--- src/rtl/modexp_pkg.sv ---
// package for the modular exponentiation block: widths, register map and sequencer states
`default_nettype none

package modexp_pkg;

  // width of the item fields and of the configuration data bus
  localparam int unsigned MODEXP_FIELD_W = 32;

  // default operand width used by the arithmetic
  localparam int unsigned MODEXP_WIDTH = 32;

  // byte address width of the configuration port
  localparam int unsigned MODEXP_ADDR_W = 3;

  // register indexes (byte address / 4)
  localparam logic [MODEXP_ADDR_W-3:0] MODEXP_REG_MODULUS = 1'b0;

  // reset value of the modulus register
  localparam logic [MODEXP_FIELD_W-1:0] MODEXP_MODULUS_RST = 32'd1;

  typedef enum logic [2:0] {
    ME_IDLE,
    ME_REDUCE,
    ME_MUL,
    ME_SQR,
    ME_DONE
  } modexp_state_t;

endpackage : modexp_pkg

`default_nettype wire

--- src/rtl/modular_exponentiation.sv ---
// modular exponentiation by right-to-left square-and-multiply over one shared modular multiplier
// the base is reduced first, then each exponent bit takes an optional multiply and a square;
// all of these run on the single shift-add modular multiplier, one bit per cycle, and a new
// item is taken only after the last one has handed its result to the output register
// reset (synchronous, rst_n low) returns the sequencer to idle, drops out_valid, sets modulus to 1
// a finished result waits in the output register while the next item is already accepted
`default_nettype none

module modular_exponentiation
  import modexp_pkg::*;
#(
  parameter int unsigned WIDTH = MODEXP_WIDTH
) (
  input  wire                        clk,
  input  wire                        rst_n,

  // input item channel
  input  wire                        in_valid,
  output logic                       in_stall,
  input  wire  [MODEXP_FIELD_W-1:0]  in_base,
  input  wire  [MODEXP_FIELD_W-1:0]  in_exponent,

  // result item channel
  output logic                       out_valid,
  input  wire                        out_stall,
  output logic [MODEXP_FIELD_W-1:0]  out_result,

  // configuration port
  input  wire                        psel,
  input  wire                        penable,
  input  wire                        pwrite,
  input  wire  [MODEXP_ADDR_W-1:0]   paddr,
  input  wire  [MODEXP_FIELD_W-1:0]  pwdata,
  output logic [MODEXP_FIELD_W-1:0]  prdata,
  output logic                       pready
);

  // bit counter width for one multiplication and for the exponent scan
  localparam int unsigned CNT_W = $clog2(WIDTH);
  localparam logic [CNT_W-1:0] CNT_LAST = CNT_W'(WIDTH - 1);

  // ---------------------------------------------------------------------------
  // registers
  // ---------------------------------------------------------------------------
  modexp_state_t              state_r, state_nxt;
  logic [MODEXP_FIELD_W-1:0]  mod_r, mod_nxt;        // modulus register
  logic [WIDTH-1:0]           pot_r, pot_nxt;        // running power
  logic [WIDTH-1:0]           acc_r, acc_nxt;        // accumulator
  logic [WIDTH-1:0]           exp_r, exp_nxt;        // exponent, shifted right per bit
  logic [CNT_W-1:0]           ecnt_r, ecnt_nxt;      // exponent bits left
  logic [WIDTH-1:0]           b_r, b_nxt;            // multiplier operand, scanned msb first
  logic [WIDTH-1:0]           r_r, r_nxt;            // partial product remainder
  logic [CNT_W-1:0]           cnt_r, cnt_nxt;        // multiplier bits left
  logic                       out_valid_r, out_valid_nxt;
  logic [WIDTH-1:0]           result_r, result_nxt;

  // ---------------------------------------------------------------------------
  // shared modular multiplier step: r = (2r + b_bit*a) mod m
  // operands stay below m, so each reduction is a single conditional subtract;
  // a modulus of zero means plain wrap modulo 2^WIDTH
  // ---------------------------------------------------------------------------
  logic [WIDTH-1:0] mod_w;
  logic             mod_zero;
  logic [WIDTH-1:0] a_op;
  logic [WIDTH:0]   dbl;
  logic [WIDTH+1:0] dbl_sub;
  logic [WIDTH-1:0] dbl_red;
  logic [WIDTH:0]   sum;
  logic [WIDTH+1:0] sum_sub;
  logic [WIDTH-1:0] r_new;

  assign mod_w    = mod_r[WIDTH-1:0];
  assign mod_zero = (mod_w == '0);

  // base reduction is base * 1 mod m, so the multiplicand is one there
  assign a_op = (state_r == ME_REDUCE) ? WIDTH'(1) : pot_r;

  assign dbl     = {r_r, 1'b0};
  assign dbl_sub = {1'b0, dbl} - {2'b00, mod_w};
  assign dbl_red = (mod_zero || dbl_sub[WIDTH+1]) ? dbl[WIDTH-1:0] : dbl_sub[WIDTH-1:0];

  assign sum     = b_r[WIDTH-1] ? ({1'b0, dbl_red} + {1'b0, a_op}) : {1'b0, dbl_red};
  assign sum_sub = {1'b0, sum} - {2'b00, mod_w};
  assign r_new   = (mod_zero || sum_sub[WIDTH+1]) ? sum[WIDTH-1:0] : sum_sub[WIDTH-1:0];

  // ---------------------------------------------------------------------------
  // handshakes
  // ---------------------------------------------------------------------------
  logic in_accept;
  logic cfg_write;

  assign in_stall   = (state_r != ME_IDLE);
  assign in_accept  = in_valid && !in_stall;
  assign out_valid  = out_valid_r;
  assign out_result = MODEXP_FIELD_W'(result_r);

  // modulus is written on the access cycle of an apb write to its address
  assign pready    = 1'b1;
  assign cfg_write = psel && penable && pwrite
                     && (paddr[MODEXP_ADDR_W-1:2] == MODEXP_REG_MODULUS);
  assign prdata    = (paddr[MODEXP_ADDR_W-1:2] == MODEXP_REG_MODULUS) ? mod_r : '0;

  // ---------------------------------------------------------------------------
  // state register
  // ---------------------------------------------------------------------------
  always_ff @(posedge clk) begin
    if (!rst_n) begin
      state_r     <= ME_IDLE;
      out_valid_r <= 1'b0;
      mod_r       <= MODEXP_MODULUS_RST;
    end else begin
      state_r     <= state_nxt;
      out_valid_r <= out_valid_nxt;
      mod_r       <= mod_nxt;
    end
  end

  // datapath registers, no reset needed
  always_ff @(posedge clk) begin
    pot_r    <= pot_nxt;
    acc_r    <= acc_nxt;
    exp_r    <= exp_nxt;
    ecnt_r   <= ecnt_nxt;
    b_r      <= b_nxt;
    r_r      <= r_nxt;
    cnt_r    <= cnt_nxt;
    result_r <= result_nxt;
  end

  // ---------------------------------------------------------------------------
  // sequencer: reduce base, then per exponent bit an optional multiply and a square
  // ---------------------------------------------------------------------------
  always_comb begin
    state_nxt     = state_r;
    mod_nxt       = cfg_write ? pwdata : mod_r;
    pot_nxt       = pot_r;
    acc_nxt       = acc_r;
    exp_nxt       = exp_r;
    ecnt_nxt      = ecnt_r;
    b_nxt         = b_r;
    r_nxt         = r_r;
    cnt_nxt       = cnt_r;
    result_nxt    = result_r;
    // a waiting result leaves when the sink takes it
    out_valid_nxt = out_valid_r && out_stall;

    case (state_r)
      ME_IDLE: begin
        if (in_valid) begin
          b_nxt     = in_base[WIDTH-1:0];
          exp_nxt   = in_exponent[WIDTH-1:0];
          acc_nxt   = WIDTH'(1);
          r_nxt     = '0;
          cnt_nxt   = CNT_LAST;
          ecnt_nxt  = CNT_LAST;
          state_nxt = ME_REDUCE;
        end
      end

      ME_REDUCE, ME_MUL, ME_SQR: begin
        // one multiplier bit per cycle
        r_nxt   = r_new;
        b_nxt   = {b_r[WIDTH-2:0], 1'b0};
        cnt_nxt = cnt_r - 1'b1;
        if (cnt_r == '0) begin
          // product done: write back and set up the next one
          r_nxt   = '0;
          cnt_nxt = CNT_LAST;
          case (state_r)
            ME_REDUCE: begin
              pot_nxt = r_new;
              if (exp_r[0]) begin
                state_nxt = ME_MUL;
                b_nxt     = acc_r;
              end else begin
                state_nxt = ME_SQR;
                b_nxt     = r_new;
              end
            end
            ME_MUL: begin
              acc_nxt   = r_new;
              state_nxt = ME_SQR;
              b_nxt     = pot_r;
            end
            default: begin
              // square finished, move on to the next exponent bit
              pot_nxt = r_new;
              if (ecnt_r == '0) begin
                state_nxt = ME_DONE;
              end else begin
                exp_nxt  = exp_r >> 1;
                ecnt_nxt = ecnt_r - 1'b1;
                if (exp_r[1]) begin
                  state_nxt = ME_MUL;
                  b_nxt     = acc_r;
                end else begin
                  state_nxt = ME_SQR;
                  b_nxt     = r_new;
                end
              end
            end
          endcase
        end
      end

      ME_DONE: begin
        // hand over once the output register is free
        if (!out_valid_r || !out_stall) begin
          result_nxt    = acc_r;
          out_valid_nxt = 1'b1;
          state_nxt     = ME_IDLE;
        end
      end

      default: begin
        state_nxt = ME_IDLE;
      end
    endcase
  end

  // ---------------------------------------------------------------------------
  // assertions
  // ---------------------------------------------------------------------------
  // a new result only appears out of the done state
  assert property (@(posedge clk) disable iff (!rst_n)
    $rose(out_valid_r) |-> $past(state_r == ME_DONE))
    else $error("result raised outside done state");

  // an accepted item starts with the base reduction
  assert property (@(posedge clk) disable iff (!rst_n)
    in_accept |=> (state_r == ME_REDUCE))
    else $error("accepted item did not start reduction");

  // the partial remainder stays reduced while multiplying
  assert property (@(posedge clk) disable iff (!rst_n)
    ((state_r == ME_REDUCE) || (state_r == ME_MUL) || (state_r == ME_SQR)) && !mod_zero
      |-> (r_r < mod_w))
    else $error("partial remainder not below modulus");

  // the running power is reduced before it is used as multiplicand
  assert property (@(posedge clk) disable iff (!rst_n)
    ((state_r == ME_MUL) || (state_r == ME_SQR)) && !mod_zero |-> (pot_r < mod_w))
    else $error("running power not below modulus");

  // the user must keep the modulus unchanged while an item is in work; the block does not enforce it
  assert property (@(posedge clk) disable iff (!rst_n)
    (state_r != ME_IDLE) && $past(state_r != ME_IDLE) |-> $stable(mod_r))
    else $error("modulus changed during an item");

endmodule : modular_exponentiation

`default_nettype wire

--- config.mk ---
export PLATFORM = sky130hd
export DESIGN_NAME = modular_exponentiation
export DESIGN_NICKNAME = d
export VERILOG_FILES = /design/src/rtl/modexp_pkg.sv /design/src/rtl/modular_exponentiation.sv
export SDC_FILE = /design/constraint.sdc
export NUM_CORES = 1
export LEC_CHECK = 0
export BUFFER_PORTS_ARGS = -buffer_cell sky130_fd_sc_hd__buf_2
export CAP_MARGIN = 20
export CORE_ASPECT_RATIO = 0.9
export CORE_UTILIZATION = 55
export CTS_CLUSTER_DIAMETER = 40
export DETAILED_ROUTE_END_ITERATION = 10
export PLACE_DENSITY = 0.74
export SLEW_MARGIN = 20
export SYNTH_ARGS = -nofsm -noshare
export SYNTH_HDL_FRONTEND = slang
export SYNTH_SLANG_ARGS = --single-unit
--- constraint.sdc ---
create_clock -name clk -period 15.25 [get_ports clk]
set_clock_uncertainty 0.15 [all_clocks]
set_input_delay 0.7625 -clock clk [delete_from_list [all_inputs] [get_ports clk]]
set_output_delay 0.7625 -clock clk [all_outputs]
set_load 0.01 [all_outputs]
* After elaboration in Yosys (flattened, before gate mapping)
Cells that the tools add are included.
Word-level totals: input port bits 106, bits in registers 238, word-level logic and storage cells 92, output and inout bits 67
Operators by class: reduce and logical (&&, ||, !) cells 23, mux-type cells 41, add/subtract/negate cells 5, bitwise gates (word level) 2, eq/ne operators 10
Operator list (count):
- 32-bit two-way mux | 18
- 32-bit one-hot mux with 2 select lines | 5
- 33-bit by 32-bit subtractor with 34-bit output | 2
- 32-bit by 32-bit adder with 33-bit output | 1
- 33-bit two-way mux | 1
- 32-bit zero test | 1
- 5-bit two-way mux | 5
- 5-bit one-hot mux with 2 select lines | 2
- 3-bit two-way mux | 4
- 2-bit != test, second input constant | 6
- 5-bit zero test | 2
- 5-bit by 1-bit subtractor with 5-bit output, second input constant | 2
- 3-bit one-hot mux with 3 select lines | 1
- 3-bit by 2-bit == test with 1-bit output, second input constant | 2
- 3-bit one-hot mux with 2 select lines | 1
- 3-bit AND reduction | 2
- 5-bit AND reduction | 1
- 1-bit logical AND | 4
- 1-bit two-way mux | 4
- 2-bit AND reduction | 2
- 4-bit AND reduction | 1
- 3-bit by 1-bit == test with 1-bit output, second input constant | 1
- 3-bit == test, second input constant | 1
- 3-bit zero test | 1
- 7 further kinds | 11

* Longest topological paths before layout
word-level depth 13, gate-level depth with buffers 36, depth with buffers taken out 33

* Worst setup path before layout
OpenSTA, ideal clock, no wires.
kind reg-to-reg, from register mod_r[1], to register b_r[0] (data pin), cell stages (with the launch flop) 33, path slack 8126 ps, data required time 14832 ps, buffers on the path 1, setup time 268 ps, data arrival time 6706 ps, cell sequence dfxtp_1 > inv_1 > ha_1 > nor2b_1 > o31a_1 > o31ai_2 > o21ai_2 > or4b_4 > nand2_4 > buf_6 > mux2_2 > ha_1 > a211oi_1 > o21bai_1 > a21o_1 > a2111oi_0 > a2111oi_1 > a211o_1 > xnor2_1 > nand2_1 > o21a_1 > ha_1 > o21ai_0 > o21ai_0 > a31oi_1 > o21ai_0 > o21a_1 > a31oi_1 > nand2_1 > nand2_1 > inv_1 > a2111oi_0 > o31ai_1
Between the ends: word-level cells in the longest chain between the ends 13
RTL lines:
- start, declared | RTL line modular_exponentiation.sv:46 | logic [MODEXP_FIELD_W-1:0] mod_r, mod_nxt;
- start signal, assigned | RTL line modular_exponentiation.sv:114 | mod_r <= mod_nxt;
- 33-bit by 32-bit subtractor with 34-bit output / 32-bit zero test (equally long branches) | RTL line modular_exponentiation.sv:79, modular_exponentiation.sv:73
- 1-bit logical OR | RTL line modular_exponentiation.sv:80 | assign dbl_red = (mod_zero || dbl_sub[WIDTH+1]) ? dbl[WIDTH-1:0] : dbl_sub[WIDTH-1:0];
- 32-bit two-way mux | RTL line modular_exponentiation.sv:80
- 32-bit by 32-bit adder with 33-bit output | RTL line modular_exponentiation.sv:82 | assign sum = b_r[WIDTH-1] ? ({1'b0, dbl_red} + {1'b0, a_op}) : {1'b0, dbl_red};
- 33-bit two-way mux | RTL line modular_exponentiation.sv:82
- 33-bit by 32-bit subtractor with 34-bit output | RTL line modular_exponentiation.sv:83 | assign sum_sub = {1'b0, sum} - {2'b00, mod_w};
- 1-bit logical OR | RTL line modular_exponentiation.sv:84 | assign r_new = (mod_zero || sum_sub[WIDTH+1]) ? sum[WIDTH-1:0] : sum_sub[WIDTH-1:0];
- 32-bit two-way mux (*) | RTL line modular_exponentiation.sv:84
- via r_new[0] | RTL line modular_exponentiation.sv:70 | logic [WIDTH-1:0] r_new;
- 32-bit two-way mux | RTL line modular_exponentiation.sv:193 | if (exp_r[1]) begin
- 32-bit two-way mux | RTL line modular_exponentiation.sv:188 | if (ecnt_r == '0) begin
- 32-bit one-hot mux with 2 select lines (*) | RTL line modular_exponentiation.sv:169 | case (state_r)
- 32-bit two-way mux (*) | RTL line modular_exponentiation.sv:165 | if (cnt_r == '0) begin
- 32-bit one-hot mux with 2 select lines (*) | RTL line modular_exponentiation.sv:147 | case (state_r)
- via b_nxt[0] | RTL line modular_exponentiation.sv:51 | logic [WIDTH-1:0] b_r, b_nxt;
- end signal, assigned | RTL line modular_exponentiation.sv:124 | b_r <= b_nxt;
- end, declared | RTL line modular_exponentiation.sv:51
Mark *: on every way through the listed nets, which the timed path passes. The rest lies on a longest branch. A chain may end at the register's enable or synchronous reset.

* Final worst setup path
Same ends and word-level chain as after synthesis.

==> summary.txt <==
vias in the first global route - 14.5k
RSZ-0062 raised after global routing - false
Buffers on Ports - 169
fin cells - 2517
mux cell area share after synthesis - 3.41%
Post-synth EDFFs - 202
main combinational cell family by area after synthesis - compound AO/OA/AOI/OAI gates
ys flop type - edfxtp_1
Crit Reg-Reg Startpoint - mod_r[1]
TNS Setup - 0 ns
DR vias/cell - 6.23
XOR/XNOR Fraction of Synth Area - 4.15%
register bit total from synthesis - 238
Seq/Total Area, Yosys - 39.7%
relative slew slack - 28.5%
Critical Path RT - 15.35 ns
cts hold-fix bufs - 0
synth unique cells - 90
Setup crit start - mod_r[1]
Die ar. - 31800 µm²
crit path launch type - flip-flop
slowest CP cell - a2111oi_1
Peak Freq - 97.9 MHz
Synth Net Count - 2155
CP peak stage delay - 0.93 ns
slew at the pin with the worst max-slew slack - 1.07 ns
Starting Density - 56.6%
Final ANT Viol Nets - 0
fin. max-slew vios - 0
Critical Path End Type - flip-flop
DRT Wirelength - 53600 µm
Synth Area in Simple Gates - 19.4%
clk buf depth - 3
routed len/inst - 21.3 µm
CTS clk-pin slew, worst paths - 0.07 ns
crit path DAT - 10.32 ns
clock sink count - 238
Initial DRC Count - 1659
first-pass GRT wire length - 81000 µm
CP max FO - 27
min cycle time layout - 10.21 ns
crit path buf inv count - 3
Core Region - 30200 µm²
Compound-Gate Fraction of Synth Area - 21.2%
multi-input logic area - 9560 µm²
Largest delay share family, worst path - compound AO/OA/AOI/OAI gates
Tcrit/Tclk final - 67.0%
clk_lat worst skew - 0.54 ns
Worst R2R Setup Slack - 5.04 ns
final setup violation count - 0
CTS Buf Count - 40
I/O Pins - 173
pin count of the biggest net entering global routing - 70
FF/Latch Area - 6790 µm²
post-CTS setup buffer count - 0
die width - 188 µm
Post-Syn Instances - 1949
TritonCTS clock tree - yes
most used cell, CP - nand2_1
DIE HEIGHT - 169 µm
status - complete, no violations
fill count - 2570
Syn Area/Cell - 8.76 µm²
area grow syn2layout - 15.0%
share of layout cells above drive strength 1 - 15.9%
GRT Util Overall - 32.9%
Post-Synth Adder-Cell Area - 7.46%
worst min-delay path category - reg -> reg
ANT cells - 0
hpwl dp - 39300 µm
DP Cell Count - 2443
Synth async-reset ratio - 0%
Setup CP Type - reg -> reg
synth warn - 0
max_cap viols - 0
initial antenna violation count - 0
routed vias - 15.7k
RePlAce Congestion - 0.925
# DRC - 0
Final Hold Fails - 0
Root Buffer - clkbuf_16
Post-CTS Resized - 0
total congestion overflow - 0
Total Nets Final - 2289
# rows - 60
H-tree levels - 2
drt pass-1 iters - 5
synthesized area - 17100 µm²
HP Start - acc_r[1]
==> cell usage after synthesis, types with 33 or more instances <==
library cell / n / share of area [%]
a21boi_0: 36 / 1.6
nand2_1: 295 / 6.5
inv_1: 107 / 2.4
xnor2_1: 55 / 2.8
nor2b_1: 40 / 1.5
mux2_2: 33 / 2.2
a21oi_1: 141 / 4.1
edfxtp_1: 202 / 36
o21ai_0: 117 / 3.4
nor2_1: 196 / 4.3
clkbuf_1: 78 / 1.7
nor3_1: 33 / 0.97
ha_1: 97 / 7.1
dfxtp_1: 36 / 4.2
==> metrics by stage <==
stage	area [µm²]	util [%]	hold slack [ns]	setup slack, ns
after floorplan	17100	-	0.270	8.13
after global placement	18200	60.4	0.281	5.66
after detailed placement	18200	60.4	0.282	5.50
after CTS	19600	65.0	0.301	5.46
after global routing	19600	65.1	0.312	4.55
final	19600	65.1	0.297	5.04
==> path summary, 6_finish.rpt <==
kind / endpoint / cells after the start
setup reg to reg: b_r[0] / 31
hold reg to reg: out_result[1] / 0
setup / recovery: b_r[0] / 31
hold / removal: out_result[1] / 0
==> layout make-up <==
type / count / share of cell area [%]
repair buffers: 190 / 5.21
flip-flops and latches: 238 / 34.6
well taps: 403 / 2.57
multi-input cells: 1506 / 48.7
clock buffers: 46 / 5.65
clock inverters: 27 / 1.31
inverters: 107 / 2.05
==> metal layers <==
| layer | wire length (µm) | GRT usage (%) | part of all wire (%) | vias up |
|---|---|---|---|---|
| li1 | - | - | - | 7374 |
| met1 | 22400 | 44.9 | 42 | 7409 |
| met2 | 24600 | 52.1 | 46 | 778 |
| met3 | 4960 | 5.79 | 9.2 | 116 |
| met4 | 1660 | 12.9 | 3.1 | 0 |
| met5 | 0 | 0 | 0 | - |
==> flip-flops by register name, summed over array words and instances (netlist names) <==
| register | flops |
|---|---|
| cnt_r | 5 |
| mod_r | 32 |
| out_valid | 1 |
| r_r | 32 |
| acc_r | 32 |
| pot_r | 32 |
| exp_r | 32 |
| out_result | 32 |
| b_r | 32 |
| state_r | 3 |
| ecnt_r | 5 |
==> cells by family after synthesis <==
logic type	count (synthesis)
and+or+nand+nor	725
AOI/OAI and AO/OA	545
DFF	238
buffers and inverters	205
adders and majority gates	100
xor gates and xnor gates	81
muxes	54
other	1
==> layout by cell type (no fill, tap or decap), types with 13 or more instances in the layout <==
cell / instances
nand2_1: 295
edfxtp_1: 202
nor2_1: 194
buf_2: 169
a21oi_1: 139
o21ai_0: 116
inv_1: 107
ha_1: 97
xnor2_1: 55
clkbuf_16: 44
nor2b_1: 40
a21boi_0: 36
dfxtp_1: 36
mux2_2: 33
a21o_1: 32
nor3_1: 32
nand3_1: 28
xor2_1: 26
o211ai_1: 21
or3_1: 21
a221oi_1: 21
a31oi_1: 20
mux2i_1: 20
nand2b_1: 20
buf_4: 20
and3_1: 16
nand4_1: 15
o21a_1: 14
o21bai_1: 14
and2_1: 13
nor4_1: 13
Power is left out: the tool's default activity adds up to more than one toggle a clock period on the data nets, which glitch-free logic cannot reach.
